===== config.mk =====
export PLATFORM = sky130hd
export DESIGN_NAME = arma_residual_filter_top
export DESIGN_NICKNAME = d
export VERILOG_FILES = /design/src/hw/rtl/arf_pkg.sv /design/src/hw/rtl/arma_residual_filter_top.sv
export SDC_FILE = /design/constraint.sdc
export NUM_CORES = 1
export LEC_CHECK = 0
export ABC_AREA = 1
export CAP_MARGIN = 10
export CORE_MARGIN = 2
export CORE_UTILIZATION = 38
export DETAILED_ROUTE_END_ITERATION = 12
export DONT_BUFFER_PORTS = 1
export PLACE_DENSITY_LB_ADDON = 0.3
export SLEW_MARGIN = 40
export SYNTH_ARGS = -nofsm -noshare
export SYNTH_HDL_FRONTEND = slang
export SYNTH_SLANG_ARGS = --single-unit

===== constraint.sdc =====
create_clock -name clock -period 6.5 [get_ports clock]
set_clock_uncertainty 0.15 [all_clocks]
set_input_delay 0.65 -clock clock [delete_from_list [all_inputs] [get_ports clock]]
set_output_delay 0.65 -clock clock [all_outputs]
set_load 0.005 [all_outputs]

===== src/hw/rtl/arf_pkg.sv =====
`timescale 1ns / 1ps

package arf_pkg;

   // coefficient format, signed q2.14
   localparam int COEF_BITS = 16;
   localparam int COEF_FRAC = 14;

   // bit counter over one coefficient
   localparam int BIT_W = 4;
   localparam logic [BIT_W-1:0] BIT_LAST = BIT_W'(COEF_BITS - 1);

   // configuration port
   localparam int CSR_ADDR_W = 3;
   localparam int ORDER_W = 3;
   localparam int NUM_AR_REGS = 4;
   localparam int NUM_MA_REGS = 3;

   // register indexes
   localparam logic [CSR_ADDR_W-1:0] CSR_AR_TAP_0 = 3'd0;
   localparam logic [CSR_ADDR_W-1:0] CSR_AR_TAP_1 = 3'd1;
   localparam logic [CSR_ADDR_W-1:0] CSR_AR_TAP_2 = 3'd2;
   localparam logic [CSR_ADDR_W-1:0] CSR_AR_TAP_3 = 3'd3;
   localparam logic [CSR_ADDR_W-1:0] CSR_MA_TAP_0 = 3'd4;
   localparam logic [CSR_ADDR_W-1:0] CSR_MA_TAP_1 = 3'd5;
   localparam logic [CSR_ADDR_W-1:0] CSR_MA_TAP_2 = 3'd6;
   localparam logic [CSR_ADDR_W-1:0] CSR_AR_ORDER = 3'd7;

   // sequencer states
   typedef enum logic [2:0] {
      ST_IDLE   = 3'b001,
      ST_MAC    = 3'b010,
      ST_FINISH = 3'b100
   } st_type;

endpackage


===== src/hw/rtl/arma_residual_filter_top.sv =====
`timescale 1ns / 1ps

// a warm-up item only enters the sample history and gives no result; any other item runs
//   the multiply-accumulate over every tap, then the finish step, which registers its result
// no new item is taken until the finish step hands its result on; the bit-serial
//   multiply-accumulate walks each 16-bit coefficient one bit per cycle, tap by tap
// reset: synchronous, active high; clears coefficients, order, both histories, warm-up count
module arma_residual_filter_top #(
   parameter int AR_TAPS = 4,
   parameter int MA_TAPS = 3,
   parameter int SAMPLE_BITS = 16
) (
   input  logic clock,
   input  logic reset,

   // input items
   input  logic                                  req_tvalid,
   output logic                                  req_tready,
   input  logic [((SAMPLE_BITS + 7) / 8) * 8-1:0] req_tdata,  // sample_in
   input  logic [0:0]                            req_tuser,  // series_start

   // result items
   output logic                                  rsp_tvalid,
   input  logic                                  rsp_tready,
   output logic [((SAMPLE_BITS + 7) / 8) * 8-1:0] rsp_tdata,  // residual
   output logic [0:0]                            rsp_tuser,  // saturated

   // configuration writes
   input  logic                                  csr_wen,
   input  logic [arf_pkg::CSR_ADDR_W-1:0]        csr_addr,
   input  logic [arf_pkg::COEF_BITS-1:0]         csr_wdata
);

   localparam int DATA_W = ((SAMPLE_BITS + 7) / 8) * 8;
   localparam int NTAPS = AR_TAPS + MA_TAPS;
   localparam int TAP_W = $clog2(NTAPS);
   localparam int AR_IW = (AR_TAPS > 1) ? $clog2(AR_TAPS) : 1;
   localparam int MA_IW = (MA_TAPS > 1) ? $clog2(MA_TAPS) : 1;
   localparam int ACC_W = arf_pkg::COEF_BITS + SAMPLE_BITS + TAP_W + 1;
   localparam int CMP_W = (TAP_W > arf_pkg::ORDER_W) ? TAP_W : arf_pkg::ORDER_W;
   localparam int AR_CAP = (AR_TAPS > 7) ? 7 : AR_TAPS;
   localparam logic [arf_pkg::ORDER_W-1:0] ORD_CAP = arf_pkg::ORDER_W'(AR_CAP);
   localparam logic [TAP_W-1:0] TAP_LAST = TAP_W'(NTAPS - 1);
   localparam logic [TAP_W-1:0] TAP_MA0 = TAP_W'(AR_TAPS);
   localparam logic signed [ACC_W-1:0] ACC_INIT = ACC_W'(1) <<< (arf_pkg::COEF_FRAC - 1);
   localparam logic signed [ACC_W-1:0] RES_HI =
      {{(ACC_W - SAMPLE_BITS + 1){1'b0}}, {(SAMPLE_BITS - 1){1'b1}}};
   localparam logic signed [ACC_W-1:0] RES_LO =
      {{(ACC_W - SAMPLE_BITS + 1){1'b1}}, {(SAMPLE_BITS - 1){1'b0}}};

   // control state
   arf_pkg::st_type state_ff, state_in;
   logic [TAP_W-1:0] tap_ff, tap_in;
   logic [arf_pkg::BIT_W-1:0] bit_ff, bit_in;
   logic [arf_pkg::ORDER_W-1:0] warmup_ff, warmup_in;
   logic rsp_valid_ff, rsp_valid_in;

   // configuration
   logic signed [arf_pkg::COEF_BITS-1:0] ar_coef_ff [AR_TAPS];
   logic signed [arf_pkg::COEF_BITS-1:0] ar_coef_in [AR_TAPS];
   logic signed [arf_pkg::COEF_BITS-1:0] ma_coef_ff [MA_TAPS];
   logic signed [arf_pkg::COEF_BITS-1:0] ma_coef_in [MA_TAPS];
   logic [arf_pkg::ORDER_W-1:0] ar_order_ff, ar_order_in;

   // histories
   logic signed [SAMPLE_BITS-1:0] samp_hist_ff [AR_TAPS];
   logic signed [SAMPLE_BITS-1:0] samp_hist_in [AR_TAPS];
   logic signed [SAMPLE_BITS-1:0] res_hist_ff [MA_TAPS];
   logic signed [SAMPLE_BITS-1:0] res_hist_in [MA_TAPS];

   // datapath
   logic signed [SAMPLE_BITS-1:0] sample_ff, sample_in;
   logic signed [ACC_W-1:0] acc_ff, acc_in;
   logic signed [ACC_W-1:0] mcand_ff, mcand_in;
   logic [arf_pkg::COEF_BITS-1:0] coef_sr_ff, coef_sr_in;
   logic [SAMPLE_BITS-1:0] rsp_data_ff, rsp_data_in;
   logic rsp_sat_ff, rsp_sat_in;

   logic req_fire, finish_fire, out_free, warm_now;
   logic [arf_pkg::ORDER_W-1:0] order_eff, warm_base;
   logic tap_is_ar, tap_used;
   logic [AR_IW-1:0] ar_idx;
   logic [TAP_W-1:0] ma_off;
   logic [MA_IW-1:0] ma_idx;
   logic signed [SAMPLE_BITS-1:0] hist_val;
   logic signed [arf_pkg::COEF_BITS-1:0] coef_val;
   logic signed [ACC_W-1:0] mcand_cur, addend, quot, diff;
   logic [arf_pkg::COEF_BITS-1:0] coef_cur;
   logic sat_hi, sat_lo;
   logic signed [SAMPLE_BITS-1:0] res_val;

   // handshakes
   assign req_tready = (state_ff == arf_pkg::ST_IDLE);
   assign req_fire = req_tvalid && req_tready;
   assign out_free = !rsp_valid_ff || rsp_tready;
   assign finish_fire = (state_ff == arf_pkg::ST_FINISH) && out_free;

   assign rsp_tvalid = rsp_valid_ff;
   assign rsp_tdata = DATA_W'(rsp_data_ff);
   assign rsp_tuser = rsp_sat_ff;

   // effective order and warm-up decision, history cleared at series start
   assign order_eff = (ar_order_ff > ORD_CAP) ? ORD_CAP : ar_order_ff;
   assign warm_base = req_tuser[0] ? '0 : warmup_ff;
   assign warm_now = warm_base < order_eff;

   // tap selection for the serial multiply
   assign tap_is_ar = tap_ff < TAP_MA0;
   assign ar_idx = tap_ff[AR_IW-1:0];
   assign ma_off = tap_ff - TAP_MA0;
   assign ma_idx = ma_off[MA_IW-1:0];
   assign tap_used = !tap_is_ar || (CMP_W'(tap_ff) < CMP_W'(order_eff));
   assign hist_val = tap_is_ar ? samp_hist_ff[ar_idx] : res_hist_ff[ma_idx];
   assign coef_val = tap_is_ar ? ar_coef_ff[ar_idx] : ma_coef_ff[ma_idx];

   // one coefficient bit per cycle, lsb first; the sign bit weighs negative
   always_comb begin
      if (bit_ff == '0) begin
         mcand_cur = tap_used ?
            $signed({{(ACC_W - SAMPLE_BITS){hist_val[SAMPLE_BITS-1]}}, hist_val}) : '0;
         coef_cur = coef_val;
      end else begin
         mcand_cur = mcand_ff;
         coef_cur = coef_sr_ff;
      end
      addend = coef_cur[0] ? mcand_cur : '0;
   end

   // rounding offset already sits in the accumulator, so this is a floor shift
   always_comb begin
      quot = acc_ff >>> arf_pkg::COEF_FRAC;
      diff = $signed({{(ACC_W - SAMPLE_BITS){sample_ff[SAMPLE_BITS-1]}}, sample_ff}) - quot;
      sat_hi = diff > RES_HI;
      sat_lo = diff < RES_LO;
      if (sat_hi) begin
         res_val = RES_HI[SAMPLE_BITS-1:0];
      end else if (sat_lo) begin
         res_val = RES_LO[SAMPLE_BITS-1:0];
      end else begin
         res_val = diff[SAMPLE_BITS-1:0];
      end
   end

   // sequencer and datapath next values
   always_comb begin
      state_in = state_ff;
      tap_in = tap_ff;
      bit_in = bit_ff;
      sample_in = sample_ff;
      acc_in = acc_ff;
      mcand_in = mcand_ff;
      coef_sr_in = coef_sr_ff;
      unique case (state_ff)
         arf_pkg::ST_IDLE: begin
            if (req_fire && !warm_now) begin
               state_in = arf_pkg::ST_MAC;
               sample_in = req_tdata[SAMPLE_BITS-1:0];
               acc_in = ACC_INIT;
               tap_in = '0;
               bit_in = '0;
            end
         end
         arf_pkg::ST_MAC: begin
            mcand_in = mcand_cur <<< 1;
            coef_sr_in = coef_cur >> 1;
            if (bit_ff == arf_pkg::BIT_LAST) begin
               acc_in = acc_ff - addend;
               bit_in = '0;
               if (tap_ff == TAP_LAST) begin
                  state_in = arf_pkg::ST_FINISH;
               end else begin
                  tap_in = tap_ff + 1'b1;
               end
            end else begin
               acc_in = acc_ff + addend;
               bit_in = bit_ff + 1'b1;
            end
         end
         arf_pkg::ST_FINISH: begin
            if (out_free) begin
               state_in = arf_pkg::ST_IDLE;
            end
         end
         default: begin
            state_in = arf_pkg::ST_IDLE;
         end
      endcase
   end

   // histories and warm-up count
   always_comb begin
      samp_hist_in = samp_hist_ff;
      res_hist_in = res_hist_ff;
      warmup_in = warmup_ff;
      if (req_fire) begin
         if (req_tuser[0]) begin
            for (int i = 0; i < AR_TAPS; i++) samp_hist_in[i] = '0;
            for (int i = 0; i < MA_TAPS; i++) res_hist_in[i] = '0;
            warmup_in = '0;
         end
         if (warm_now) begin
            for (int i = AR_TAPS - 1; i > 0; i--) samp_hist_in[i] = samp_hist_in[i-1];
            samp_hist_in[0] = req_tdata[SAMPLE_BITS-1:0];
            warmup_in = warm_base + 1'b1;
         end
      end
      if (finish_fire) begin
         for (int i = AR_TAPS - 1; i > 0; i--) samp_hist_in[i] = samp_hist_ff[i-1];
         samp_hist_in[0] = sample_ff;
         for (int i = MA_TAPS - 1; i > 0; i--) res_hist_in[i] = res_hist_ff[i-1];
         res_hist_in[0] = res_val;
      end
   end

   // output register
   always_comb begin
      rsp_valid_in = rsp_valid_ff;
      rsp_data_in = rsp_data_ff;
      rsp_sat_in = rsp_sat_ff;
      if (finish_fire) begin
         rsp_valid_in = 1'b1;
         rsp_data_in = res_val;
         rsp_sat_in = sat_hi || sat_lo;
      end else if (rsp_tready) begin
         rsp_valid_in = 1'b0;
      end
   end

   // configuration writes
   always_comb begin
      ar_coef_in = ar_coef_ff;
      ma_coef_in = ma_coef_ff;
      ar_order_in = ar_order_ff;
      if (csr_wen) begin
         for (int i = 0; i < AR_TAPS; i++) begin
            if (i < arf_pkg::NUM_AR_REGS && int'(csr_addr) == int'(arf_pkg::CSR_AR_TAP_0) + i) begin
               ar_coef_in[i] = csr_wdata;
            end
         end
         for (int i = 0; i < MA_TAPS; i++) begin
            if (i < arf_pkg::NUM_MA_REGS && int'(csr_addr) == int'(arf_pkg::CSR_MA_TAP_0) + i) begin
               ma_coef_in[i] = csr_wdata;
            end
         end
         if (csr_addr == arf_pkg::CSR_AR_ORDER) begin
            ar_order_in = csr_wdata[arf_pkg::ORDER_W-1:0];
         end
      end
   end

   // control registers
   always_ff @(posedge clock) begin
      if (reset) begin
         state_ff <= arf_pkg::ST_IDLE;
         tap_ff <= '0;
         bit_ff <= '0;
         warmup_ff <= '0;
         rsp_valid_ff <= 1'b0;
         ar_order_ff <= '0;
         for (int i = 0; i < AR_TAPS; i++) begin
            ar_coef_ff[i] <= '0;
            samp_hist_ff[i] <= '0;
         end
         for (int i = 0; i < MA_TAPS; i++) begin
            ma_coef_ff[i] <= '0;
            res_hist_ff[i] <= '0;
         end
      end else begin
         state_ff <= state_in;
         tap_ff <= tap_in;
         bit_ff <= bit_in;
         warmup_ff <= warmup_in;
         rsp_valid_ff <= rsp_valid_in;
         ar_order_ff <= ar_order_in;
         ar_coef_ff <= ar_coef_in;
         ma_coef_ff <= ma_coef_in;
         samp_hist_ff <= samp_hist_in;
         res_hist_ff <= res_hist_in;
      end
   end

   // payload registers
   always_ff @(posedge clock) begin
      sample_ff <= sample_in;
      acc_ff <= acc_in;
      mcand_ff <= mcand_in;
      coef_sr_ff <= coef_sr_in;
      rsp_data_ff <= rsp_data_in;
      rsp_sat_ff <= rsp_sat_in;
   end

   // a non-warm-up item starts the multiply on the next cycle
   a_start_mac: assert property (@(posedge clock) disable iff (reset)
      (req_fire && !warm_now) |=> (state_ff == arf_pkg::ST_MAC && tap_ff == '0 && bit_ff == '0))
      else $error("item did not start the multiply-accumulate");

   // warm-up count never passes the largest usable order
   a_warm_cap: assert property (@(posedge clock) disable iff (reset)
      warmup_ff <= ORD_CAP)
      else $error("warm-up count beyond order cap");

   // a clipped result sits at one end of the range
   a_sat_value: assert property (@(posedge clock) disable iff (reset)
      (rsp_tvalid && rsp_tuser[0]) |->
         (rsp_tdata[SAMPLE_BITS-1:0] == RES_HI[SAMPLE_BITS-1:0] ||
          rsp_tdata[SAMPLE_BITS-1:0] == RES_LO[SAMPLE_BITS-1:0]))
      else $error("saturated flag on an unclipped residual");

   // the finish step never overwrites a result still waiting
   a_no_overwrite: assert property (@(posedge clock) disable iff (reset)
      (rsp_valid_ff && !rsp_tready && state_ff == arf_pkg::ST_FINISH) |=>
         (state_ff == arf_pkg::ST_FINISH))
      else $error("finish step left while the output was stalled");

endmodule


Yosys cells after proc, flatten, opt, wreduce, memory -nomap -nowiden

Index checks and enable logic that the tools add are counted.

Add/sub/neg operators: 7
Order comparisons: 8
Equality and inequality tests: 17
Mux-type cells: 47
Bitwise gates (word level): 2
Reductions and logical operators: 30

Operator list:

| operator               | number |
|---|---|
| $mux W64               | 4 |
| $mux W16               | 12 |
| $mux W36               | 5 |
| $mux W48               | 3 |
| $bmux W16 S2           | 4 |
| $pmux W36 S2           | 1 |
| $add A36 B36 Y36       | 1 |
| $sub A36 B36 Y36       | 1 |
| $mux W3                | 10 |
| $reduce_and A2 Y1      | 12 |
| $gt A23 B16 Y1 const B | 1 |
| $lt A23 B16 Y1 const B | 1 |
| $sub A16 B22 Y23       | 1 |
| $eq A3 B3 Y1 const B   | 7 |
| $mux W15               | 1 |
| $eq A3 B2 Y1 const B   | 3 |
| $pmux W3 S3            | 1 |
| $mux W4                | 2 |
| $ne A2 B2 Y1 const B   | 4 |
| $pmux W4 S2            | 1 |
| $reduce_and A4 Y1      | 2 |
| $reduce_bool A2 Y1     | 4 |
| $add A3 B1 Y3 const B  | 2 |
| $ge A3 B3 Y1 const B   | 2 |
| 17 further kinds       | 26 |

Register bits: 360
Bits of input ports: 41
Output and inout bits: 19
Word-level logic and storage cells: 138

Longest topological paths before layout

Depth in word-level cells: 12
Gate-level depth with buffers: 33
Depth with buffers taken out: 33

Least setup slack after synthesis

Ideal clock, no wire load.

Path type: flip-flop to flip-flop
From: register ar_order_ff[2] in the netlist's numbering
To: register acc_ff[27] (data pin)
Library setup time: 0.261 ns
Arrival time: 3.968 ns
Required time: 6.089 ns
Setup slack: 2.120 ns
Cell stages (with the launch flop): 30
Buffers on the path: 1
Cell sequence: dfxtp_1 > inv_1 > nand2_1 > ha_1 > nand2_1 > inv_1 > nand2_1 > nand2_1 > nand2_2 > buf_2 > nand3_1 > nand2_1 > nand3_2 > ha_1 > or2_2 > xor2_1 > inv_1 > ha_1 > nand2_1 > o21ai_0 > a21oi_1 > o21ai_0 > nand2_1 > inv_1 > nor2_1 > o21ai_0 > nand2_1 > o21bai_1 > and2_1 > nor2_1

Longest elaborated chain between the ends: 10

Ends and longest elaborated chain:

| item                                                        | line                                                             | text |
|---|---|---|
| start: declaration                                          | arma_residual_filter_top.sv:63                                   | `logic [arf_pkg::ORDER_W-1:0] ar_order_ff, ar_order_in;` |
| start signal: assignment                                    | arma_residual_filter_top.sv:274                                  | `ar_order_ff <= ar_order_in;` |
| $gt A3 B3 Y1                                                | arma_residual_filter_top.sv:103                                  | `assign order_eff = (ar_order_ff > ORD_CAP) ? ORD_CAP : ar_order_ff;` |
| $mux W3 (*)                                                 | arma_residual_filter_top.sv:103                                  |  |
| $lt A3 B3 Y1 (*)                                            | arma_residual_filter_top.sv:112                                  | `assign tap_used = !tap_is_ar \|\| (CMP_W'(tap_ff) < CMP_W'(order_eff));` |
| $logic_or A1 B1 Y1 (*)                                      | arma_residual_filter_top.sv:112                                  |  |
| $mux W36 (*)                                                | arma_residual_filter_top.sv:119                                  | `mcand_cur = tap_used ?` |
| $mux W36 (*)                                                | arma_residual_filter_top.sv:118                                  | `if (bit_ff == '0) begin` |
| $mux W36 (*)                                                | arma_residual_filter_top.sv:126                                  | `addend = coef_cur[0] ? mcand_cur : '0;` |
| $add A36 B36 Y36 / $sub A36 B36 Y36 (equally long branches) | arma_residual_filter_top.sv:175, arma_residual_filter_top.sv:167 |  |
| $mux W36 (*)                                                | arma_residual_filter_top.sv:166                                  | `if (bit_ff == arf_pkg::BIT_LAST) begin` |
| $pmux W36 S2 (*)                                            | arma_residual_filter_top.sv:153                                  | `unique case (state_ff)` |
| end signal: assignment                                      | arma_residual_filter_top.sv:285                                  | `acc_ff <= acc_in;` |
| end: declaration                                            | arma_residual_filter_top.sv:73                                   | `logic signed [ACC_W-1:0] acc_ff, acc_in;` |

Mark *: on every way between the ends. The rest lies on a longest branch, timed or not.
A chain may end at the register's enable or synchronous reset.

Worst setup path in the final report

From: register tap_ff[1]
To: register acc_ff[27] (data pin)

Longest elaborated chain between the ends: 12

Ends and longest elaborated chain:

| item                                                        | line                                                             | text |
|---|---|---|
| start: declaration                                          | arma_residual_filter_top.sv:53                                   | `logic [TAP_W-1:0] tap_ff, tap_in;` |
| start signal: assignment                                    | arma_residual_filter_top.sv:270                                  | `tap_ff <= tap_in;` |
| $sub A2 B1 Y2                                               | arma_residual_filter_top.sv:110                                  | `assign ma_off = tap_ff - TAP_MA0;` |
| $not A2 Y3 (implied by the code)                            | arma_residual_filter_top.sv:113, arma_residual_filter_top.sv:114 |  |
| $bmux W16 S2                                                | arma_residual_filter_top.sv:113                                  | `assign hist_val = tap_is_ar ? samp_hist_ff[ar_idx] : res_hist_ff[ma_idx];` |
| $mux W16 (implied by the code) (2 in a row)                 | arma_residual_filter_top.sv:113                                  |  |
| $mux W16                                                    | arma_residual_filter_top.sv:113                                  |  |
| $mux W36                                                    | arma_residual_filter_top.sv:119                                  |  |
| $mux W36                                                    | arma_residual_filter_top.sv:118                                  |  |
| $mux W36 (*)                                                | arma_residual_filter_top.sv:126                                  |  |
| $add A36 B36 Y36 / $sub A36 B36 Y36 (equally long branches) | arma_residual_filter_top.sv:175, arma_residual_filter_top.sv:167 |  |
| $mux W36 (*)                                                | arma_residual_filter_top.sv:166                                  |  |
| $pmux W36 S2 (*)                                            | arma_residual_filter_top.sv:153                                  |  |

Mark *: on every way between the ends. The rest lies on a longest branch, timed or not. The select of a mux whose other input is x is not followed.

==> impl_metrics.py <==
metrics = {
    "finish": {
        "layout.nets": 3007,
        "final_cell_mix": "nand2_1 (716), nor2_1 (408), o21ai_0 (317), inv_1 (255), dfxtp_1 (239)",
        "fin_util_pct": 41.9,
        "num_antenna_cells": 0,
        "postLayoutCellArea_um2": 22600,
        "fin_cells": 3625,
        "areaGrowthSynthToFinish_pct": 8.70,
        "drive_above_1_share_pct": 4.95,
        "mostFrequentLayoutCell": "nand2_1",
    },
    "sta": {
        "max_slew_margin_pct": 43.0,
        "finalCritPeriodShare_pct": 90.4,
        "finalHoldViolations": 0,
        "setup_viol": 0,
        "slew_viol_final": 0,
        "setup_tns_ns": 0,
        "hold_ws_ns": 0.0167,
        "setup_ws_ns": 0.625,
        "max_freq_ghz": 0.170,
        "period_minus_slack_ns": 5.88,
        "worst_pin_slew_ns": 0.849,
        "rsz0062_at_grt": "false",
    },
    "critical_path": {
        "worstSetupEndpointType": "register",
        "criticalPathCategory": "register to register",
        "cp.arrival_ns": 6.04,
        "worstPathMaxFanout": 34,
        "critPathLaunchType": "register",
        "required_ns": 6.67,
    },
    "logic_synthesis": {
        "yosys_warnings": 0,
        "synth_top_cell_area_share_pct": 23.2,
        "synth_edf_count": 119,
        "synth_cells": 2975,
        "synth_seq_cells": 360,
        "synth_async_sr_flop_share_pct": 0,
        "synth_ff_type": "dfxtp_1",
        "syn_avg_cell_area_um2": 7.00,
        "yosysTopAreaCell": "dfxtp_1",
        "ys_types": 50,
        "synth_nets": 3085,
        "seq_area_frac_synth_pct": 40.3,
        "syn_area_um2": 20800,
        "synthTopCellsByArea": "dfxtp_1 (23%), edfxtp_1 (17%), nand2_1 (13%), o21ai_0 (7.6%), nor2_1 (7.4%)",
    },
    "worst_hold_path": {
        "worstHoldPathType": "input port to register",
    },
    "global_routing": {
        "grt_use_total_pct": 22.8,
        "grt_first_pass_wirelength_um": 104000,
        "overflow": 0,
        "antenna_found_initial": 0,
        "grt_pass1_vias": 18600,
        "grt_max_degree": 131,
    },
    "place": {
        "dpl.hpwl_um": 44300,
        "place_congestion": 0.951,
        "dp.cells": 3545,
        "port-buffer-count": 0,
        "place_ws_ns": 0.784,
        "postPlaceCellArea_um2": 21300,
    },
    "clock_network": {
        "clk_path_buf_depth": 3,
        "postCtsResizedCells": 0,
        "worstSkewPairLatency_ns": 0.57,
        "clkTransAtPathRegs_ns": 0.06,
        "cts_setup_buffers": 0,
        "cts_num_sinks": 360,
        "cts_tree": "done",
        "htreeDepth": 2,
        "root_buffer": "clkbuf_16",
        "cts-buffers-inserted": 41,
    },
    "die": {
        "rows": 85,
        "start_util_pct": 38.6,
        "ios": 60,
        "placeableCoreArea_um2": 54000,
        "die-height_um": 238,
        "design.die.area_um2": 56700,
        "die_x_um": 238,
    },
    "power": {
        "leakagePower_nw": 9.26,
        "powerDensity_nw_per_um2": 298,
        "p_total_mw": 6.75,
        "ir_drop_v": 0.000182,
    },
    "routing": {
        "vias": 19700,
        "route.antenna.remaining_nets": 0,
        "drc_errors": 0,
        "finalWirelength_um": 65200,
        "via_per_inst": 5.44,
        "wire_per_inst_um": 18.0,
        "drtIter0Drc": 1835,
        "dr.pass1.iters": 5,
    },
    "job": {
        "maxCapViolCount": 0,
    },
    "run_status": {
        "outcome": "finished, final reports clean",
    },
}
sequential cells by signal, summed over array words and instances (netlist names), 4 cells and up:
signal,flops
bit_ff,4
ar_coef_ff,64
mcand_ff,35
coef_sr_ff,15
samp_hist_ff,64
sample_ff,16
res_hist_ff,48
ma_coef_ff,48
rsp_tdata,16
acc_ff,36
routing by layer:
metal,vias up,GRT usage [%],routed length (um)
met4,0,8.14,2140
met5,-,0,0
li1,9721,-,-
met1,9183,30.6,29100
met3,114,3.31,4240
met2,708,37.3,29800
where the power goes:
group	total, mW	internal [mW]	switching (mW)
Clock	2.26	1.29	0.975
Combinational	1.89	0.582	1.31
Sequential	2.60	2.49	0.110
area by class of cell:
class                   instances  area, um2
well taps                     696        871
fillers                      5575      31400
clock inverters                13       85.1
multi-input cells            2189      10800
repair buffers                 34        285
flip-flops and latches        360       8400
inverters                     271       1020
clock buffers                  62       1200
critical path, stage by stage (launching register included):
cell and delay (ns):
dfxtp_2 0.61, inv_1 0.44, nand3_1 0.20, nand2_1 0.10, nand2_1 0.08, nand3_2 0.10, nand2_4 0.39, nand3_2 0.18
ha_1 0.27, or2_2 0.31, xor2_1 0.16, inv_1 0.09, ha_1 0.37, nand2_1 0.15, o21ai_0 0.33, a21oi_1 0.18
o21ai_0 0.35, nand2_1 0.09, inv_1 0.06, nor2_1 0.06, o21ai_0 0.43, nand2_1 0.16, o21bai_1 0.18, and2_1 0.14
nor2_1 0.04
cells in the mapped netlist, types with 17 or more instances:
library cell / number
nand2_1: 718
nor2_1: 412
o21ai_0: 317
inv_1: 256
dfxtp_1: 241
a21oi_1: 196
nand3_1: 176
edfxtp_1: 119
clkbuf_1: 111
ha_1: 67
a31oi_1: 61
o211ai_1: 31
xor2_1: 30
buf_2: 24
nand4_1: 22
o221ai_1: 17
cell families after synthesis:
kind of cell             count (synthesis)  synth area share, %
AND/OR/NAND/NOR                       1396                 27.5
flip-flops                             360                 40.3
XOR/XNOR                                46                 1.93
buffers and inverters                  426                 8.07
AO/OA/AOI/OAI                          678                 17.9
adder cells (fa/ha/maj)                 69                 4.22
what timing repair did:
| item | 4_1_cts | 5_1_grt |
|---|---|---|
| endpoints found under the setup margin | 0 | 0 |
| hold buffers | 5 | 0 |
| hold endpoints to repair | 19 | 0 |
worst paths after layout:
path,startpoint,cells after the start,endpoint,slack (ns)
max,tap_ff[1],24,acc_ff[27],0.62
min reg2reg,ar_coef_ff[15],2,ar_coef_ff[15],0.31
min,req_tdata[10],0,sample_ff[10],0.02
max reg2reg,tap_ff[1],24,acc_ff[27],0.62
Note: power is estimated with default switching activity, not from simulation.
